===== config.mk =====
export PLATFORM = sky130hd
export DESIGN_NAME = barometric_pressure_compensation_top
export DESIGN_NICKNAME = d
export VERILOG_FILES = /design/src/rtl/core/bpc_pkg.sv /design/src/rtl/core/bpc_div.sv /design/src/rtl/core/barometric_pressure_compensation_top.sv
export SDC_FILE = /design/constraint.sdc
export NUM_CORES = 2
export LEC_CHECK = 0
export BUFFER_PORTS_ARGS = -buffer_cell sky130_fd_sc_hd__buf_4
export CORE_MARGIN = 10
export CORE_UTILIZATION = 40
export DETAILED_ROUTE_END_ITERATION = 10
export SLEW_MARGIN = 15
export SYNTH_ARGS = -nofsm -noshare
export SYNTH_HDL_FRONTEND = slang
export SYNTH_SLANG_ARGS = --single-unit

===== constraint.sdc =====
create_clock -name i_clk -period 13.9 [get_ports i_clk]
set_input_delay 0.695 -clock i_clk [delete_from_list [all_inputs] [get_ports i_clk]]
set_output_delay 0.695 -clock i_clk [all_outputs]
set_load 0.03 [all_outputs]

===== src/rtl/core/bpc_pkg.sv =====
// Shared widths, constants and helpers for the barometric compensation block.
package bpc_pkg;

    localparam int unsigned BPC_W          = 32;
    localparam int unsigned BPC_OSS_DEFAULT = 3;
    localparam int unsigned BPC_CAL_WORDS  = 11;

    // Calibration word slots, in load order
    localparam logic [3:0] CAL_AC1 = 4'd0;
    localparam logic [3:0] CAL_AC2 = 4'd1;
    localparam logic [3:0] CAL_AC3 = 4'd2;
    localparam logic [3:0] CAL_AC4 = 4'd3;
    localparam logic [3:0] CAL_AC5 = 4'd4;
    localparam logic [3:0] CAL_AC6 = 4'd5;
    localparam logic [3:0] CAL_B1  = 4'd6;
    localparam logic [3:0] CAL_B2  = 4'd7;
    localparam logic [3:0] CAL_MC  = 4'd9;
    localparam logic [3:0] CAL_MD  = 4'd10;

    localparam logic ACT_LOAD    = 1'b0;
    localparam logic ACT_COMPUTE = 1'b1;

    localparam logic [BPC_W-1:0] K_B6_OFS  = 32'd4000;
    localparam logic [BPC_W-1:0] K_HALF    = 32'd32768;
    localparam logic [BPC_W-1:0] K_C1      = 32'd3038;
    localparam logic [BPC_W-1:0] K_C2      = 32'hFFFF_E343; // -7357
    localparam logic [BPC_W-1:0] K_C3      = 32'd3791;

    typedef enum logic [17:0] {
        ST_IDLE = 18'h00001,
        ST_T0   = 18'h00002,
        ST_T1   = 18'h00004,
        ST_TDIV = 18'h00008,
        ST_T2   = 18'h00010,
        ST_P0   = 18'h00020,
        ST_P1   = 18'h00040,
        ST_P2   = 18'h00080,
        ST_P3   = 18'h00100,
        ST_P4   = 18'h00200,
        ST_P5   = 18'h00400,
        ST_P6   = 18'h00800,
        ST_PDIV = 18'h01000,
        ST_P7   = 18'h02000,
        ST_P8   = 18'h04000,
        ST_P9   = 18'h08000,
        ST_DONE = 18'h10000,
        ST_SPARE = 18'h20000
    } t_state;

    typedef struct packed {
        logic             start;
        logic [BPC_W-1:0] dividend;
        logic [BPC_W-1:0] divisor;
    } t_div_req;

    function automatic logic [BPC_W-1:0] f_asr(input logic [BPC_W-1:0] x,
                                              input int unsigned n);
        f_asr = $unsigned($signed(x) >>> n);
    endfunction

    function automatic logic [BPC_W-1:0] f_sx16(input logic [15:0] v);
        f_sx16 = {{16{v[15]}}, v};
    endfunction

endpackage


===== src/rtl/core/bpc_div.sv =====
// Radix-2 restoring unsigned divider, one quotient bit per cycle.
module bpc_div
    import bpc_pkg::*;
(
    input  logic             i_clk,
    input  logic             i_rst_n,
    input  t_div_req         i_req,
    output logic             o_done,
    output logic [BPC_W-1:0] o_quot
);
    localparam int unsigned CW = $clog2(BPC_W);

    logic             r_busy;
    logic             r_done;
    logic [CW-1:0]    r_cnt;
    logic [BPC_W-1:0] r_rem;
    logic [BPC_W-1:0] r_quo;
    logic [BPC_W-1:0] r_dvs;
    logic [BPC_W:0]   w_sh;
    logic             w_ge;

    assign w_sh = {r_rem, r_quo[BPC_W-1]};
    assign w_ge = w_sh >= {1'b0, r_dvs};

    always_ff @(posedge i_clk) begin
        if (!i_rst_n) begin
            r_busy <= 1'b0;
            r_done <= 1'b0;
            r_cnt  <= '0;
        end else begin
            r_done <= 1'b0;
            if (i_req.start) begin
                r_busy <= 1'b1;
                r_cnt  <= '0;
            end else if (r_busy) begin
                r_cnt <= r_cnt + 1'b1;
                if (r_cnt == CW'(BPC_W - 1)) begin
                    r_busy <= 1'b0;
                    r_done <= 1'b1;
                end
            end
        end
    end

    always_ff @(posedge i_clk) begin
        if (i_req.start) begin
            r_rem <= '0;
            r_quo <= i_req.dividend;
            r_dvs <= i_req.divisor;
        end else if (r_busy) begin
            r_rem <= w_ge ? BPC_W'(w_sh - {1'b0, r_dvs}) : w_sh[BPC_W-1:0];
            r_quo <= {r_quo[BPC_W-2:0], w_ge};
        end
    end

    assign o_done = r_done;
    assign o_quot = r_quo;

endmodule


===== src/rtl/core/barometric_pressure_compensation_top.sv =====
// Top level of the barometric pressure and temperature compensation block.
// A word with tuser low loads calibration word cal_index (ac1..md, indexes
// above 10 dropped) and gives no result. A word with tuser high computes
// temperature (0.01 degC) and pressure (Pa) with 32-bit wrapping integer
// math and delivers one result word; a compute word is accepted in the idle
// state, and the next one only once the block has returned there.
// The computation runs two passes through the shared radix-2 divider
// (start, 32 quotient bits, done) and the single-step states T0..T2 and
// P0..P9 around them; those that need a product feed the shared 32x32
// multiplier. A stalled result holds the block in its last state until the
// result register is free. The input is not ready while a compute word is in
// progress. A zero divisor gives divide_fault (tuser) high with both
// readings zero.
module barometric_pressure_compensation_top
    import bpc_pkg::*;
#(
    parameter int unsigned OVERSAMPLING = BPC_OSS_DEFAULT
) (
    input  logic        i_clk,
    input  logic        i_rst_n,
    input  logic        i_s_tvalid,
    output logic        o_s_tready,
    // [3:0] cal_index, [19:4] cal_value, [35:20] raw_temp, [59:36] raw_pressure
    input  logic [63:0] i_s_tdata,
    // [0] action
    input  logic        i_s_tuser,
    output logic        o_m_tvalid,
    input  logic        i_m_tready,
    // [31:0] temperature, [63:32] pressure
    output logic [63:0] o_m_tdata,
    // [0] divide_fault
    output logic        o_m_tuser
);
    localparam int unsigned UP_SHIFT = 8 - OVERSAMPLING;
    localparam logic [BPC_W-1:0] B7_SCALE = BPC_W'(50000 >> OVERSAMPLING);

    t_state r_state, n_state;
    logic [15:0] r_cal [BPC_CAL_WORDS];

    logic [15:0]      r_ut;
    logic [23:0]      r_up;
    logic [BPC_W-1:0] r_prod, r_x1, r_b5, r_b6, r_sq, r_b3, r_b4, r_p, r_t, r_pr;
    logic [BPC_W-1:0] n_x1, n_b5, n_b6, n_sq, n_b3, n_b4, n_p, n_t, n_pr;
    logic             r_qneg, n_qneg, r_b7hi, n_b7hi, r_fault, n_fault;
    logic             r_out_valid;
    logic [BPC_W-1:0] r_out_t, r_out_p;
    logic             r_out_f;

    logic [BPC_W-1:0] w_ma, w_mb;
    t_div_req         w_req;
    logic             w_done;
    logic [BPC_W-1:0] w_quot;

    logic [BPC_W-1:0] ac1, ac2, ac3, ac4, ac5, ac6, b1, b2, mc, md;
    logic [BPC_W-1:0] c_x1, c_den, c_num, c_q, c_x3, c_tmp, c_v, c_p;
    logic             w_accept, w_out_free;

    assign ac1 = f_sx16(r_cal[CAL_AC1]);
    assign ac2 = f_sx16(r_cal[CAL_AC2]);
    assign ac3 = f_sx16(r_cal[CAL_AC3]);
    assign ac4 = {16'd0, r_cal[CAL_AC4]};
    assign ac5 = {16'd0, r_cal[CAL_AC5]};
    assign ac6 = {16'd0, r_cal[CAL_AC6]};
    assign b1  = f_sx16(r_cal[CAL_B1]);
    assign b2  = f_sx16(r_cal[CAL_B2]);
    assign mc  = f_sx16(r_cal[CAL_MC]);
    assign md  = f_sx16(r_cal[CAL_MD]);

    assign o_s_tready = (r_state == ST_IDLE);
    assign w_accept   = i_s_tvalid && o_s_tready;
    assign w_out_free = !r_out_valid || i_m_tready;

    bpc_div u_div (
        .i_clk   (i_clk),
        .i_rst_n (i_rst_n),
        .i_req   (w_req),
        .o_done  (w_done),
        .o_quot  (w_quot)
    );

    always_comb begin
        n_state = r_state;
        n_x1 = r_x1; n_b5 = r_b5; n_b6 = r_b6; n_sq = r_sq; n_b3 = r_b3;
        n_b4 = r_b4; n_p = r_p; n_t = r_t; n_pr = r_pr;
        n_qneg = r_qneg; n_b7hi = r_b7hi; n_fault = r_fault;
        w_ma = '0;
        w_mb = '0;
        w_req = '0;
        c_x1 = '0; c_den = '0; c_num = '0; c_q = '0; c_x3 = '0;
        c_tmp = '0; c_v = '0; c_p = '0;
        unique case (r_state)
            ST_IDLE: begin
                if (w_accept) begin
                    n_fault = 1'b0;
                end
                if (w_accept && i_s_tuser == ACT_COMPUTE) begin
                    n_state = ST_T0;
                end
            end
            ST_T0: begin
                w_ma = {16'd0, r_ut} - ac6;
                w_mb = ac5;
                n_state = ST_T1;
            end
            ST_T1: begin
                c_x1  = f_asr(r_prod, 15);
                c_den = c_x1 + md;
                n_x1  = c_x1;
                if (c_den == '0) begin
                    n_state = ST_DONE;
                    n_fault = 1'b1;
                end else begin
                    c_num = mc << 11;
                    n_qneg = c_num[BPC_W-1] ^ c_den[BPC_W-1];
                    w_req.start    = 1'b1;
                    w_req.dividend = c_num[BPC_W-1] ? -c_num : c_num;
                    w_req.divisor  = c_den[BPC_W-1] ? -c_den : c_den;
                    n_state = ST_TDIV;
                end
            end
            ST_TDIV: begin
                if (w_done) begin
                    c_q  = r_qneg ? -w_quot : w_quot;
                    n_b5 = r_x1 + c_q;
                    w_ma = n_b5;
                    w_mb = 32'd10;
                    n_state = ST_T2;
                end
            end
            ST_T2: begin
                n_t  = f_asr(r_prod + 32'd8, 4);
                n_b6 = r_b5 - K_B6_OFS;
                w_ma = n_b6;
                w_mb = n_b6;
                n_state = ST_P0;
            end
            ST_P0: begin
                n_sq = f_asr(r_prod, 12);
                w_ma = b2;
                w_mb = n_sq;
                n_state = ST_P1;
            end
            ST_P1: begin
                n_x1 = f_asr(r_prod, 11);
                w_ma = ac2;
                w_mb = r_b6;
                n_state = ST_P2;
            end
            ST_P2: begin
                c_x3  = r_x1 + f_asr(r_prod, 11);
                c_tmp = ((ac1 << 2) + c_x3) << OVERSAMPLING;
                c_v   = c_tmp + 32'd2;
                // signed divide by four, rounding toward zero
                n_b3  = f_asr(c_v + (c_v[BPC_W-1] ? 32'd3 : 32'd0), 2);
                w_ma = ac3;
                w_mb = r_b6;
                n_state = ST_P3;
            end
            ST_P3: begin
                n_x1 = f_asr(r_prod, 13);
                w_ma = b1;
                w_mb = r_sq;
                n_state = ST_P4;
            end
            ST_P4: begin
                c_x3 = f_asr(r_x1 + f_asr(r_prod, 16) + 32'd2, 2);
                w_ma = ac4;
                w_mb = c_x3 + K_HALF;
                n_state = ST_P5;
            end
            ST_P5: begin
                n_b4 = r_prod >> 15;
                if (n_b4 == '0) begin
                    n_fault = 1'b1;
                    n_state = ST_DONE;
                end else begin
                    w_ma = ({8'd0, r_up} >> UP_SHIFT) - r_b3;
                    w_mb = B7_SCALE;
                    n_state = ST_P6;
                end
            end
            ST_P6: begin
                n_b7hi = r_prod[BPC_W-1];
                w_req.start    = 1'b1;
                w_req.dividend = r_prod[BPC_W-1] ? r_prod : (r_prod << 1);
                w_req.divisor  = r_b4;
                n_state = ST_PDIV;
            end
            ST_PDIV: begin
                if (w_done) begin
                    c_p = r_b7hi ? (w_quot << 1) : w_quot;
                    n_p = c_p;
                    w_ma = f_asr(c_p, 8);
                    w_mb = f_asr(c_p, 8);
                    n_state = ST_P7;
                end
            end
            ST_P7: begin
                w_ma = r_prod;
                w_mb = K_C1;
                n_state = ST_P8;
            end
            ST_P8: begin
                n_x1 = f_asr(r_prod, 16);
                w_ma = K_C2;
                w_mb = r_p;
                n_state = ST_P9;
            end
            ST_P9: begin
                n_pr = r_p + f_asr(r_x1 + f_asr(r_prod, 16) + K_C3, 4);
                n_state = ST_DONE;
            end
            ST_DONE: begin
                if (w_out_free) begin
                    n_state = ST_IDLE;
                end
            end
            default: begin
                n_state = ST_IDLE;
            end
        endcase
    end

    always_ff @(posedge i_clk) begin
        if (!i_rst_n) begin
            r_state     <= ST_IDLE;
            r_out_valid <= 1'b0;
            for (int i = 0; i < BPC_CAL_WORDS; i++) begin
                r_cal[i] <= '0;
            end
        end else begin
            r_state <= n_state;
            if (w_accept && i_s_tuser == ACT_LOAD
                    && i_s_tdata[3:0] < 4'(BPC_CAL_WORDS)) begin
                r_cal[i_s_tdata[3:0]] <= i_s_tdata[19:4];
            end
            if (r_state == ST_DONE && w_out_free) begin
                r_out_valid <= 1'b1;
            end else if (i_m_tready) begin
                r_out_valid <= 1'b0;
            end
        end
    end

    always_ff @(posedge i_clk) begin
        r_prod <= w_ma * w_mb;
        r_x1 <= n_x1; r_b5 <= n_b5; r_b6 <= n_b6; r_sq <= n_sq; r_b3 <= n_b3;
        r_b4 <= n_b4; r_p <= n_p; r_t <= n_t; r_pr <= n_pr;
        r_qneg <= n_qneg; r_b7hi <= n_b7hi; r_fault <= n_fault;
        if (w_accept) begin
            r_ut    <= i_s_tdata[35:20];
            r_up    <= i_s_tdata[59:36];
        end
        if (r_state == ST_DONE && w_out_free) begin
            r_out_f <= r_fault;
            r_out_t <= r_fault ? '0 : r_t;
            r_out_p <= r_fault ? '0 : r_pr;
        end
    end

    assign o_m_tvalid = r_out_valid;
    assign o_m_tdata  = {r_out_p, r_out_t};
    assign o_m_tuser  = r_out_f;

endmodule


Word level (Yosys, flattened, before mapping)
Memories as Yosys holds them, arrays and structs flattened.
Index checks and enable logic that the tools add are counted.
{ "op_classes": {"add_sub_neg": 20, "multipliers": 1, "n_lt_le_gt_ge": 2, "n_eq_ne": 25, "mux": 43, "n_bitwise": 5, "reduce_logical": 22} }
{ "op_table": {"columns": ["cell", "n"], "rows": [
  ["$pmux 32 s12", 1],
  ["$mux 32", 11],
  ["$pmux 32 s11", 1],
  ["$pmux 18 s17", 1],
  ["$pmux 65 s2", 1],
  ["$pmux 32 s4", 1],
  ["$add 32x32->32", 3],
  ["$neg 32->32", 3],
  ["$mux 18", 4],
  ["$mux 65", 1],
  ["$add 32x2->32 const B", 2],
  ["$logic_not 32->1", 2],
  ["$add 29x29->29", 2],
  ["$mux 17", 2],
  ["$ge 33x32->1", 1],
  ["$add 32x12->32 const B", 1],
  ["$add 32x2->32", 1],
  ["$add 32x4->32 const B", 1],
  ["$mul 32x32->32", 1],
  ["$sub 32x12->32 const B", 1],
  ["$sub 32x32->32", 1],
  ["$add 30x17->31 const B", 1],
  ["$sub 20x30->31", 1],
  ["$add 17x16->18", 1],
  ["other kinds (42)", 73]
]} }
{ "word_totals": {"regBits": 513, "ram_bits": 176, "inputBits": 69, "word_cells": 146, "n_memories": 1} }
{ "mem_list": {"columns": ["name", "depth", "width", "rd", "rd_ports_with_merged_regs", "wr", "line_no", "rtl"], "rows": [
  ["r_cal", 11, 16, 10, 0, 11, "barometric_pressure_compensation_top.sv:38", "logic [15:0] r_cal [BPC_CAL_WORDS];"]
]} }

Longest topological paths before layout
{ "depth": {"depth_word": 9, "mapped_depth": 52, "mapped_depth_nobuf": 52} }

Hierarchy
Synthesis repeated with hierarchy kept, for this count alone.
{ "hier_totals": {"cells_unflattened": 5490, "area_unflattened_um2": 53998.0} }
{ "modules_own_cells": {"columns": ["mod", "instances", "cells_per_inst", "area_per_inst_um2"], "rows": [
  ["barometric_pressure_compensation_top", 1, 4903, 48054.8],
  ["bpc_div", 1, 587, 5943.2]
]} }

Least setup slack after synthesis
Ideal clock, no wire load.
{ "synth_path": {"kind": "flip-flop to flip-flop", "startpoint": "reg r_state[3]", "endpoint": "reg r_prod[31]", "setup_time_ps": 72, "arrival_ps": 12133, "slack_ps": 1695, "path_stages_with_launch": 41, "period_less_slack_ps": 12205, "cell_sequence": "dfxtp_1 -> nor4_2 -> nand4_1 -> or3b_2 -> inv_1 -> buf_2 -> clkbuf_1 -> clkbuf_1 -> a22oi_1 -> nand4_1 -> a21oi_1 -> o211ai_1 -> clkbuf_1 -> buf_1 -> nand2_1 -> fa_1 -> inv_1 -> fa_1 -> [... 5 more ...] -> inv_1 -> fa_1 -> inv_1 -> fa_1 -> xnor2_1 -> xnor2_1 -> xnor2_1 -> xnor2_1 -> xnor2_1 -> xnor2_1 -> xnor2_2 -> xnor3_1 -> xnor2_2 -> xnor3_1 -> xnor3_1 -> xnor3_1 -> xnor2_1 -> xnor2_1"} }
{ "synth_between": {"elab_chain_len": 4, "word_cells_on_any_way": 16, "classes_between": "mul: 1; eq/ne: 12; mux: 2; reduce/logical: 1"} }
{ "synth_rtl": {"columns": ["element", "line_no", "rtl"], "rows": [
  ["start, declared", "barometric_pressure_compensation_top.sv:37", "t_state r_state, n_state;"],
  ["start signal, assigned", "barometric_pressure_compensation_top.sv:232", "r_state <= n_state;"],
  ["$eq 18x8->1 / $eq 18x7->1 (equally long branches)", "barometric_pressure_compensation_top.sv:91", "unique case (r_state)"],
  ["$reduce_or 2->1 (no line)", null, null],
  ["$pmux 32 s11", "barometric_pressure_compensation_top.sv:91", null],
  ["$mul 32x32->32 *", "barometric_pressure_compensation_top.sv:246", "r_prod <= w_ma * w_mb;"],
  ["end signal, assigned", "barometric_pressure_compensation_top.sv:246", null],
  ["end, declared", "barometric_pressure_compensation_top.sv:42", "logic [BPC_W-1:0] r_prod, r_x1, r_b5, r_b6, r_sq, r_b3, r_b4, r_p, r_t, r_pr;"]
]} }
Every way passes the cells marked *; elsewhere a longest branch is shown, timed or not.
A chain may end at the register's enable or synchronous reset.

Worst setup path in the final report
{ "layout_path": {"startpoint": "reg u_div.r_quo[0], in the netlist u_div.o_quot[0]", "endpoint": "reg r_prod[31]"} }
{ "layout_between": {"elab_chain_len": 6} }
{ "layout_rtl": {"columns": ["element", "line_no", "rtl"], "rows": [
  ["start, declared", "bpc_div.sv:17", "logic [BPC_W-1:0] r_quo;"],
  ["start signal, assigned", "bpc_div.sv:48", "r_quo <= i_req.dividend;"],
  ["start signal, assigned", "bpc_div.sv:52", "r_quo <= {r_quo[BPC_W-2:0], w_ge};"],
  ["$neg 32->32", "barometric_pressure_compensation_top.sv:123", "c_q = r_qneg ? -w_quot : w_quot;"],
  ["$mux 32 *", "barometric_pressure_compensation_top.sv:123", null],
  ["$add 32x32->32 *", "barometric_pressure_compensation_top.sv:124", "n_b5 = r_x1 + c_q;"],
  ["$mux 32 *", "barometric_pressure_compensation_top.sv:122", "if (w_done) begin"],
  ["$pmux 32 s12 *", "barometric_pressure_compensation_top.sv:91", null],
  ["$mul 32x32->32 *", "barometric_pressure_compensation_top.sv:246", null]
]} }
Marked as above.

==> flow_metrics.py <==
metrics = {
    "clock_tree": {
        "clk_path_buf_depth": 3,
        "post_cts_resized": 0,
        "clk_pin_slew_worst_paths_ps": 70,
        "clkLatencyLatePin_ps": 660,
        "cts_root_buf": "clkbuf_16",
        "htreeDepth": 3,
        "cts_tree": "built",
        "holdBufCountCts": 0,
        "numCtsBuffers": 70,
        "cts_num_sinks": 655,
        "post-cts-setup-buffers": 0,
    },
    "synthesis": {
        "syn_area_um2": 53900,
        "yosysMostFrequentCell": "inv_1",
        "synth.top_cell.area_share": 0.307,
        "synth_top_family_by_area": "adder cells",
        "synth-compound-area-share": 0.114,
        "avgSynthCellArea_um2": 9.81,
        "ys_warn_count": 0,
        "synth_area_leader_cell": "edfxtp_1",
        "synthAdderAreaFrac": 0.237,
        "synth_edf_count": 550,
        "yosys.area_share.simple": 0.150,
        "synth.distinct_cells": 102,
        "syn_inst": 5490,
        "synthFlopType": "edfxtp_1",
        "synth_xor_area_frac": 0.0632,
        "synthTopCellsByArea": "edfxtp_1, fa_1, ha_1",
        "ys_ff_latch": 655,
        "ys_seq_area_frac": 0.346,
        "synthArstFlopShare": 0,
        "synthTopCellsByCount": "inv_1, nand2_1, edfxtp_1, nor2_1, fa_1",
        "synthMuxAreaShare": 0.0212,
    },
    "setup_path": {
        "criticalPathCategory": "flip-flop to flip-flop",
        "cp_slowest_stage_delay_ps": 700,
        "cp-end-kind": "flip-flop",
        "cp.required_ps": 14470,
        "path_max_fanout": 6,
        "slowest_stage": "a2111oi_0",
        "cp.arrival_ps": 13430,
        "crit_path_frequent_cell": "xnor2_1",
        "critPathLaunchType": "flip-flop",
    },
    "grt": {
        "grt_pass1_vias": 40800,
        "antenna_found_initial": 3,
        "grt_pass1_wl_mm": 269,
        "grt_overflow": 0,
        "grt_max_degree": 65,
        "grtUsageTotal": 0.236,
    },
    "route": {
        "firstDrtPassIters": 9,
        "vias_per_cell": 5.63,
        "drt_wl_total_mm": 180,
        "wire_per_inst_um": 24.2,
        "dr_total_vias": 41800,
        "drtIter0Drc": 5152,
        "drc_errors": 0,
        "ant_nets": 0,
    },
    "timing": {
        "slew_headroom": 0.169,
        "fin_tns_setup_ps": 0,
        "hold_viol": 0,
        "clock.fmax_mhz": 77.8,
        "rsz0062_at_grt": "no",
        "maxSlewViolCount": 0,
        "min_period_ps": 12860,
        "fin_skew_ps": 31.2,
        "finalCritPeriodShare": 0.925,
        "worst_pin_slew_ps": 1250,
        "setup_viol": 0,
    },
    "job": {
        "maxCapViolCount": 0,
    },
    "floorplanning": {
        "fp.dieH_um": 387,
        "initial_core_util": 0.403,
        "dieArea_um2": 150000,
        "num_rows": 134,
        "io_pins": 136,
        "core_um2": 134000,
        "die_w_um": 387,
    },
    "cells_and_area": {
        "final_cells": 7415,
        "multi_input_area_um2": 31800,
        "areaGrowthSynthToFinish_pct": 10.8,
        "fin_nets": 6414,
        "ff_latch_area_um2": 18600,
        "fill_cells": 12600,
        "drive_above_1_share": 0.0854,
    },
    "placement": {
        "finalWeightedCongestion": 0.978,
        "dp_hpwl_mm": 137,
        "placed_cells": 7282,
        "portBuffers": 126,
    },
    "power": {
        "leakage_nw": 25.5,
        "cellPowerDensity_nw_per_um2": 91.7,
        "max-vdd-ir-drop_v": 0.0000838,
    },
    "run_status": {
        "outcome": "finished clean",
    },
    "worst_hold_path": {
        "hold_class": "input port to flip-flop",
    },
}
[final cells by class]
cell class,instances,area share
Timing Repair Buffer,247,0.0314
Antenna cell,5,0.000210
Clock inverter,34,0.00600
Clock buffer,93,0.0329
Sequential cell,655,0.312
Inverter,749,0.0471
Tap cell,1768,0.0371
Multi-Input combinational cell,3864,0.533
[worst max-delay path, delay by kind of cell, from the launching register on]
kind / cells / cell delay [ps]
xor gates and xnor gates: 16 / 3380
DFF: 1 / 500
AOI/OAI and AO/OA: 11 / 2850
and+or+nand+nor: 6 / 1160
adders and majority gates: 10 / 4380
buffers and inverters: 7 / 460
[flip-flops by register name, indices dropped and copies added, names as in the netlist, 16 cells and up]
signal,flops
r_b3,29
r_b4,17
r_b5,32
r_b6,32
r_cal,160
r_out_p,32
r_out_t,28
r_p,32
r_pr,32
r_prod,32
r_sq,20
r_state,17
r_t,28
r_up,19
r_ut,16
r_x1,21
u_div.o_quot,32
u_div.r_dvs,32
u_div.r_rem,32
[layout by cell type, fill, tap and decap left out, types with 34 or more instances in the layout]
| cell type | n |
|---|---|
| and2_1 | 93 |
| and3_1 | 37 |
| or3_1 | 37 |
| a22oi_1 | 37 |
| nand2b_1 | 50 |
| nand3_1 | 95 |
| clkbuf_16 | 74 |
| a21o_1 | 57 |
| nor3_1 | 63 |
| nor2b_1 | 102 |
| buf_4 | 246 |
| a21oi_1 | 194 |
| mux2i_1 | 85 |
| xnor2_1 | 260 |
| xor2_1 | 105 |
| edfxtp_1 | 550 |
| o21bai_1 | 50 |
| inv_1 | 742 |
| a211oi_1 | 55 |
| nand4_1 | 34 |
| ha_1 | 323 |
| nor2_1 | 446 |
| dfxtp_1 | 103 |
| a31oi_1 | 34 |
| fa_1 | 435 |
| nand2_1 | 626 |
| o21ai_0 | 141 |
| a222oi_1 | 43 |
[power by group]
part / internal [mW] / switching (mW) / total (mW)
combinational: 0.485 / 0.786 / 1.27
sequential: 2.22 / 0.0420 / 2.26
clock: 1.11 / 0.830 / 1.94
[through the flow]
| step | util | hold WS, ps | cell area, um2 | setup slack (ps) | total power, mW |
|---|---|---|---|---|---|
| floorplan | - | 427 | 53900 | 1690 | 3.20 |
| global placement | 0.429 | 456 | 57300 | 1300 | 3.53 |
| detailed placement | 0.429 | 466 | 57300 | 1250 | 3.55 |
| CTS | 0.446 | 181 | 59600 | 1180 | 5.48 |
| global route | 0.446 | 182 | 59700 | 323 | 5.72 |
| finish | 0.446 | 211 | 59700 | 1040 | 5.47 |
[metal layers]
layer,global-route usage,wire length (um),part of all wire
met5,0,0,0
met2,0.348,75700,0.42
met3,0.0515,19100,0.11
met4,0.0842,7400,0.041
met1,0.338,77500,0.43
[final timing paths]
check / from / endpoint / slack (ps) / cells after the start
setup / recovery: u_div.o_quot[0]$_DFFE_PP_ / r_prod[31]$_DFF_P_ / 1040 / 50
hold / removal: i_s_tdata[33] / r_ut[13]$_DFFE_PP_ / 210 / 1
setup reg to reg: u_div.o_quot[0]$_DFFE_PP_ / r_prod[31]$_DFF_P_ / 1040 / 50
hold reg to reg: u_div.r_rem[31]$_SDFFE_PP0P_ / u_div.r_rem[31]$_SDFFE_PP0P_ / 470 / 2
[kinds of logic after synthesis]
family          Yosys count
fa+ha+maj               758
other cells               1
simple gates           1717
mux                     111
flops                   655
buf+inv                 984
xor+xnor                375
compound gates          889
Note: power is estimated with default switching activity, not from simulation.
